--- src/rtl/imrf_pkg.sv ---
// Package for the interrupt mask register file: beat types, command codes,
// register indexes and line constants. Depends on nothing.
`timescale 1ns / 1ps

package imrf_pkg;

   localparam int NUM_LINES  = 14;
   localparam int LEGACY_LINES = 6;
   localparam int DP_LINE    = 5;

   // Commands
   localparam logic [1:0] CMD_READ  = 2'd0;
   localparam logic [1:0] CMD_WRITE = 2'd1;
   localparam logic [1:0] CMD_RAISE = 2'd2;
   localparam logic [1:0] CMD_LOWER = 2'd3;

   // Register indexes
   localparam logic [3:0] REG_INIT_MODE   = 4'd0;
   localparam logic [3:0] REG_VERSION     = 4'd1;
   localparam logic [3:0] REG_PENDING     = 4'd2;
   localparam logic [3:0] REG_MASK        = 4'd3;
   localparam logic [3:0] REG_EXT_PENDING = 4'd14;
   localparam logic [3:0] REG_EXT_MASK    = 4'd15;

   // Configuration register indexes
   localparam logic CSR_EXTENDED_MODE = 1'b0;
   localparam logic CSR_VERSION_WORD  = 1'b1;

   typedef struct packed {
      logic [1:0]  command;
      logic [5:0]  reg_offset;
      logic [31:0] write_data;
      logic [3:0]  line_index;
      logic        button_pressed;
      logic        card_present;
   } req_type;

   typedef struct packed {
      logic [31:0] read_data;
      logic        irq_out;
   } rsp_type;

endpackage

--- src/rtl/interrupt_mask_register_file.sv ---
// Top level of the interrupt mask register file: pending lines, masks and
// the init-mode register. Depends on imrf_pkg.
`timescale 1ns / 1ps

// Usage
//   Request channel: a beat (req_item) is taken at a rising edge where start
//   is high and busy is low. A beat is a register read, a register write, or
//   a raise or lower event on one of fourteen interrupt lines.
//   Result channel: every request beat yields exactly one result beat,
//   shown on rsp_item for one cycle with rsp_strobe high. The receiver
//   cannot stall, so results are never held back.
//   A beat passes the input register and then the result register before
//   rsp_strobe. Throughput: one beat per cycle while busy is low; the state update for
//   a beat completes in the single logic stage between the two registers.
//   Configuration: csr_we writes extended_mode (index 0) or version_word
//   (index 1) at once; write only while no beat is in flight.
//   Reset: synchronous, active high. Clears configuration and architectural
//   state and both pipeline valids; busy is high exactly while reset is high.
module interrupt_mask_register_file (
   input  logic              clock,
   input  logic              reset,
   input  logic              start,
   output logic              busy,
   input  imrf_pkg::req_type req_item,
   output logic              rsp_strobe,
   output imrf_pkg::rsp_type rsp_item,
   input  logic              csr_we,
   input  logic              csr_index,
   input  logic [31:0]       csr_wdata
);

   // Configuration
   logic        extended_ff;
   logic [31:0] version_ff;

   // Input register
   logic              req_valid_ff;
   imrf_pkg::req_type req_ff;

   // Architectural state
   logic [imrf_pkg::NUM_LINES-1:0] pending_ff, pending_in;
   logic [imrf_pkg::NUM_LINES-1:0] mask_ff, mask_in;
   logic [6:0]  init_length_ff, init_length_in;
   logic        init_mode_ff, init_mode_in;
   logic        ebus_test_ff, ebus_test_in;
   logic        rdram_sel_ff, rdram_sel_in;

   // Result register
   logic              rsp_strobe_ff;
   imrf_pkg::rsp_type rsp_ff, rsp_in;

   logic [3:0]  reg_idx;
   logic [31:0] wdata;

   assign busy = reset;

   // Hold configuration registers
   always_ff @(posedge clock) begin
      if (reset) begin
         extended_ff <= 1'b0;
         version_ff  <= '0;
      end else if (csr_we) begin
         if (csr_index == imrf_pkg::CSR_EXTENDED_MODE) begin
            extended_ff <= csr_wdata[0];
         end else begin
            version_ff <= csr_wdata;
         end
      end
   end

   // Capture the request beat
   always_ff @(posedge clock) begin
      if (reset) begin
         req_valid_ff <= 1'b0;
      end else begin
         req_valid_ff <= start && !busy;
      end
   end

   always_ff @(posedge clock) begin
      if (start && !busy) begin
         req_ff <= req_item;
      end
   end

   // Decode register index from the byte offset
   assign reg_idx = extended_ff ? req_ff.reg_offset[5:2] : {2'b00, req_ff.reg_offset[3:2]};
   assign wdata   = req_ff.write_data;

   // Compute next state and the result word
   always_comb begin
      pending_in     = pending_ff;
      mask_in        = mask_ff;
      init_length_in = init_length_ff;
      init_mode_in   = init_mode_ff;
      ebus_test_in   = ebus_test_ff;
      rdram_sel_in   = rdram_sel_ff;
      rsp_in.read_data = '0;

      case (req_ff.command)
         imrf_pkg::CMD_READ: begin
            case (reg_idx)
               imrf_pkg::REG_INIT_MODE: begin
                  rsp_in.read_data = {22'd0, rdram_sel_ff, ebus_test_ff, init_mode_ff,
                                      init_length_ff};
               end
               imrf_pkg::REG_VERSION: begin
                  rsp_in.read_data = version_ff;
               end
               imrf_pkg::REG_PENDING: begin
                  rsp_in.read_data = {26'd0, pending_ff[imrf_pkg::LEGACY_LINES-1:0]};
               end
               imrf_pkg::REG_MASK: begin
                  rsp_in.read_data = {26'd0, mask_ff[imrf_pkg::LEGACY_LINES-1:0]};
               end
               imrf_pkg::REG_EXT_PENDING: begin
                  rsp_in.read_data = {6'd0, req_ff.card_present, req_ff.button_pressed,
                                      10'd0, pending_ff};
               end
               imrf_pkg::REG_EXT_MASK: begin
                  rsp_in.read_data = {18'd0, mask_ff};
               end
               default: begin
                  rsp_in.read_data = '0;
               end
            endcase
         end
         imrf_pkg::CMD_WRITE: begin
            case (reg_idx)
               imrf_pkg::REG_INIT_MODE: begin
                  init_length_in = wdata[6:0];
                  // clear bit first, set bit wins
                  if (wdata[7])  init_mode_in = 1'b0;
                  if (wdata[8])  init_mode_in = 1'b1;
                  if (wdata[9])  ebus_test_in = 1'b0;
                  if (wdata[10]) ebus_test_in = 1'b1;
                  if (wdata[11]) pending_in[imrf_pkg::DP_LINE] = 1'b0;
                  if (wdata[12]) rdram_sel_in = 1'b0;
                  if (wdata[13]) rdram_sel_in = 1'b1;
               end
               imrf_pkg::REG_MASK, imrf_pkg::REG_EXT_MASK: begin
                  for (int k = 0; k < imrf_pkg::NUM_LINES; k++) begin
                     if (k < imrf_pkg::LEGACY_LINES || reg_idx == imrf_pkg::REG_EXT_MASK) begin
                        if (wdata[2*k])   mask_in[k] = 1'b0;
                        if (wdata[2*k+1]) mask_in[k] = 1'b1;
                     end
                  end
               end
               default: begin
               end
            endcase
         end
         default: begin
            // raise or lower one line; out-of-range lines are dropped
            if (req_ff.line_index < 4'(imrf_pkg::NUM_LINES)) begin
               pending_in[req_ff.line_index] = (req_ff.command == imrf_pkg::CMD_RAISE);
            end
         end
      endcase

      rsp_in.irq_out = |(pending_in & mask_in);
   end

   // Advance state when a captured beat is processed
   always_ff @(posedge clock) begin
      if (reset) begin
         pending_ff     <= '0;
         mask_ff        <= '0;
         init_length_ff <= '0;
         init_mode_ff   <= 1'b0;
         ebus_test_ff   <= 1'b0;
         rdram_sel_ff   <= 1'b0;
         rsp_strobe_ff  <= 1'b0;
      end else begin
         rsp_strobe_ff <= req_valid_ff;
         if (req_valid_ff) begin
            pending_ff     <= pending_in;
            mask_ff        <= mask_in;
            init_length_ff <= init_length_in;
            init_mode_ff   <= init_mode_in;
            ebus_test_ff   <= ebus_test_in;
            rdram_sel_ff   <= rdram_sel_in;
         end
      end
   end

   // Hold the result beat
   always_ff @(posedge clock) begin
      if (req_valid_ff) begin
         rsp_ff <= rsp_in;
      end
   end

   assign rsp_strobe = rsp_strobe_ff;
   assign rsp_item   = rsp_ff;

endmodule

--- config.mk ---
export PLATFORM = sky130hd
export DESIGN_NAME = interrupt_mask_register_file
export DESIGN_NICKNAME = d
export VERILOG_FILES = /design/src/rtl/imrf_pkg.sv /design/src/rtl/interrupt_mask_register_file.sv
export SDC_FILE = /design/constraint.sdc
export NUM_CORES = 1
export LEC_CHECK = 0
export BUFFER_PORTS_ARGS = -buffer_cell sky130_fd_sc_hd__buf_2
export CAP_MARGIN = 20
export CORE_ASPECT_RATIO = 2
export CORE_MARGIN = 2
export CORE_UTILIZATION = 50
export DETAILED_ROUTE_END_ITERATION = 7
export PLACE_DENSITY = 0.88
export SYNTH_ARGS = -nofsm -noshare
export SYNTH_HDL_FRONTEND = slang
export SYNTH_SLANG_ARGS = --single-unit
export TNS_END_PERCENT = 100
--- constraint.sdc ---
create_clock -name clock -period 3.2 [get_ports clock]
set_input_delay 0.64 -clock clock [delete_from_list [all_inputs] [get_ports clock]]
set_output_delay 0.64 -clock clock [all_outputs]
set_load 0.02 [all_outputs]
# After elaboration in Yosys (flattened, before gate mapping)
# Index checks and enable logic that the tools add are counted.
# totals
regBits,148
latchBits,0
ramBits,0
romBits,0
out_inout_bits,35
mem_count,0
# classes
addsub,0
n_mul,0
div_mod_pow,0
n_lt_le_gt_ge,3
eq_ne,7
n_shift,0
muxes,55
bitwise_logic,2
reduce_logical,17
# op_table
operator,count
$pmux W32 S6,1
$mux W1,45
$mux W14,3
$and A14 B14 Y14,1
$bwmux W14,1
$reduce_or A14 Y1,1
$reduce_and A4 Y1,3
$eq A4 B2 Y1 const B,2
$eq A4 B4 Y1 const B,2
$mux W8,1
$reduce_bool A2 Y1,3
$lt A4 B5 Y1 const B,1
$mux W5,1
$demux W1 S4,1
$eq A4 B1 Y1 const B,1
$ge A4 B1 Y1 const B,1
$logic_not A4 Y1,1
$lt A4 B4 Y1 const B,1
$mux W4,1
$reduce_and A2 Y1,2
$reduce_or A2 Y1,2
$reduce_and A3 Y1,1
$eq A2 B1 Y1 const B,1
$eq A2 B2 Y1 const B,1
other kinds (5),6

# Longest topological paths before layout
# depth
ltp_word,9
ltp_mapped,9
mapped_depth_nobuf,6

# Worst setup path after synthesis
# Ideal clock, no wire load.
# synth_path
path_type,input port to flip-flop
start,input port reset
end,register req_ff[0] (netlist bit) (enable)
setup_ns,0.441
arrival_time_ns,2.625
required_ns,2.759
setup_slack_ns,0.133
path_stages,2
n_path_buf,1
path_cell_list,clkbuf_1 > nor2b_1
# synth_between
elab_chain_len,2
# synth_lines
element,line_no,rtl
from (decl),interrupt_mask_register_file.sv:21,"input logic reset,"
$logic_not A1 Y1,interrupt_mask_register_file.sv:81,if (start && !busy) begin
$logic_and A1 B1 Y1,interrupt_mask_register_file.sv:81,
to (signal assigned),interrupt_mask_register_file.sv:82,req_ff <= req_item;
to (decl),interrupt_mask_register_file.sv:38,imrf_pkg::req_type req_ff;
# No other way between the ends.
# A chain may end at the register's enable or synchronous reset.

==> flow_summary.toml <==
[outcome]
outcome = "completed"

[clocking]
cts_num_sinks = 146
cts_resized = 0
clk_latency_ns = 0.43
htree_num_levels = 4
numCtsBuffers = 17
post_cts_buffers = 0
clockRootBuffer = "clkbuf_16"
tritoncts = "done"
ctsHoldBuffers = 0
clock_path_buffers = 2
clk_transition_reported_paths_ns = 0.06

[drt]
wirelength_um = 14100
drc = 0
wl_per_cell_um = 16.8
drt_iter0_drc = 420
via_count = 4778
viasPerCell = 5.70
ant_nets = 0
drt_first_pass_iters = 5

[worst_setup_path]
cp.required_ns = 3.36
crit_arrival_ns = 2.81
cpLargestDelayFamily = "simple AND/OR/NAND/NOR gates"
crit_cells = 6
r2r_cells = 6
crit_chain = "and3b_1 -> and2_1 -> nand2_1 -> a22o_1 -> a221oi_1 -> nand4_1"
critPathKind = "register to register"
max_stage_delay_ns = 0.67
critPathMaxFanout = 15
slowest_stage = "edfxtp_1"
cp-end-kind = "register"
path_buf_inv = 0
startpoint_type = "register"

[floorplan]
initial_core_util_pct = 51.2
die_w_um = 81.7
placeableCoreArea_um2 = 11800
num_rows = 56
ioPinCount = 118
die_h_um = 159
dieArea_um2 = 13000

[global_routing]
track_usage_pct = 22.5
grt_pass1_vias = 4674
grt_max_degree = 74
antenna_found_initial = 0
grt_overflow = 0
grt_first_pass_wirelength_um = 22300

[power]
p_comb_share_pct = 5.7
clockPowerShare_pct = 47.1
power_frac_seq_pct = 47.2
switchingPower_mw = 1.00
p_int_mw = 3.45
peakVddDrop_mv = 0.469
p_per_area_nw_per_um2 = 611
p_sw_share_pct = 22.5
power.leakage_nw = 2.63

[sta]
fin_setup_tns_ns = 0
period_minus_slack_ns = 2.65
hold_viol = 0
maxSlewHeadroom_pct = 29.0
holdWs_ns = 0.388
period_share_pct = 82.9
rsz0062_at_grt = "no"
setup_viol = 0
fmax_mhz = 377
finalMaxSlewViolations = 0
skew_ns = 0.00700
tightest_slew_ns = 1.06

[logic_synthesis]
synth_cell_type_count = 45
syn_avg_cell_area_um2 = 10.4
synth_edf_count = 73
syn_inst = 582
ys.flop_type = "edfxtp_1"
ys_ff_latch = 146
ys_seq_area_share_pct = 60.6
yosys_warnings = 0
ys_async_sr_fraction_pct = 0
syn_nets = 665
syn_area_um2 = 6030

[cells_and_area]
multiInputGateArea_um2 = 2190
fin_area_um2 = 7290
drive_gt1_share_pct = 24.0
layout.cells.most_common = "buf_2"
stdcell_count = 838
num-fill-cells = 944
ff_latch_area_um2 = 3650
antenna_cells = 0
layout_common_cells = "buf_2, nand2_1, nor2_1"
final_nets = 763
syn_to_final_growth_pct = 20.9

[place]
port_buffers = 111
place_area_um2 = 6660
dp_cells = 806
gp_congestion = 0.901
dp_hpwl_um = 10000

[min_path]
min_path_type = "input port to register"
holdPathStages = 1

[flow_run]
drv_cap = 0
[registers in the layout, indices dropped and copies added (netlist names)]
register / count
rsp_item: 33
ebus_test_ff: 1
extended_ff: 1
init_length_ff: 7
rsp_strobe: 1
version_ff: 32
pending_ff: 14
req_ff: 12
wdata: 28
req_valid_ff: 1
init_mode_ff: 1
rdram_sel_ff: 1
mask_ff: 14
[cell usage after synthesis (2+ instances only)]
master    number  share of area [%]
o21ai_0        3               0.25
mux2_2         4               0.75
nor2_1        90                5.6
inv_1          2               0.12
buf_2         10               0.83
a221oi_1      11                1.6
and2_1        21                2.2
a22o_1         7                1.0
buf_4          3               0.37
clkbuf_1      23                1.4
edfxtp_1      73                 36
a211oi_1      11                1.4
nand4_1        3               0.31
nor2b_1        3               0.31
nand3b_1       6               0.75
nand2_1       95                5.9
a22oi_1       35                4.4
and3_1         2               0.21
a21bo_2        3               0.50
nand2b_1       4               0.41
nor3_1         4               0.33
o22ai_1        2               0.21
dfxtp_1       73                 24
nand3_1       11               0.91
mux2i_1       18                3.0
buf_1          4               0.25
a21oi_1       43                3.6
[cell families (layout without fill, tap and decap cells)]
kind of cell	after synthesis	in the layout	synth area share, %
flip-flops	146	146	60.6
AO/OA/AOI/OAI	122	122	14.1
multiplexers	22	22	3.74
XOR/XNOR	1	1	0.145
buffers and inverters	43	154	3.20
AND/OR/NAND/NOR	248	248	18.2
[metrics by stage]
stage | setup slack [ns] | util [%] | power, mW
after floorplan | 0.133 | - | 2.27
after global placement | 0.709 | 56.6 | 2.38
after detailed placement | 0.659 | 56.6 | 2.39
after CTS | 0.637 | 61.9 | 4.47
after global routing | 0.417 | 61.9 | 4.58
final | 0.547 | 61.9 | 4.45
[area by class of cell]
type	instances	area share, %
Tap cell	145	2.49
Clock inverter	15	2.80
Sequential cell	146	50.2
Timing Repair Buffer	120	8.55
Inverter	2	0.103
Clock buffer	17	5.84
Multi-Input combinational cell	393	30.1
[routing by layer]
layer  track usage (%)  vias to the layer above  share of wire [%]
met3              5.78                       48                6.2
met1              25.0                     2256                 37
met4              11.9                        0                4.4
met5                 0                        -                  0
li1                  -                     2270                  -
met2              38.3                      204                 53
[power by group through the flow]
stage | Combinational, mW | Sequential (mW) | Clock, mW
2_1_floorplan | 0.138 | 2.14 | 0
3_3_place_gp | 0.245 | 2.13 | 0
6_report | 0.254 | 2.10 | 2.10
4_1_cts | 0.254 | 2.10 | 2.12
5_1_grt | 0.278 | 2.11 | 2.20
3_5_place_dp | 0.252 | 2.14 | 0
[final timing paths]
check	start	to	slack, ns
max reg2reg	req_ff[40]$_DFFE_PP_	rsp_item[0]$_DFFE_PP_	0.55
max	req_ff[40]$_DFFE_PP_	rsp_item[0]$_DFFE_PP_	0.55
min	req_item[1]	req_ff[1]$_DFFE_PP_	0.39
min reg2reg	version_ff[20]$_SDFFE_PP0P_	version_ff[20]$_SDFFE_PP0P_	0.45
No activity file was read; power rests on OpenSTA's default activity.
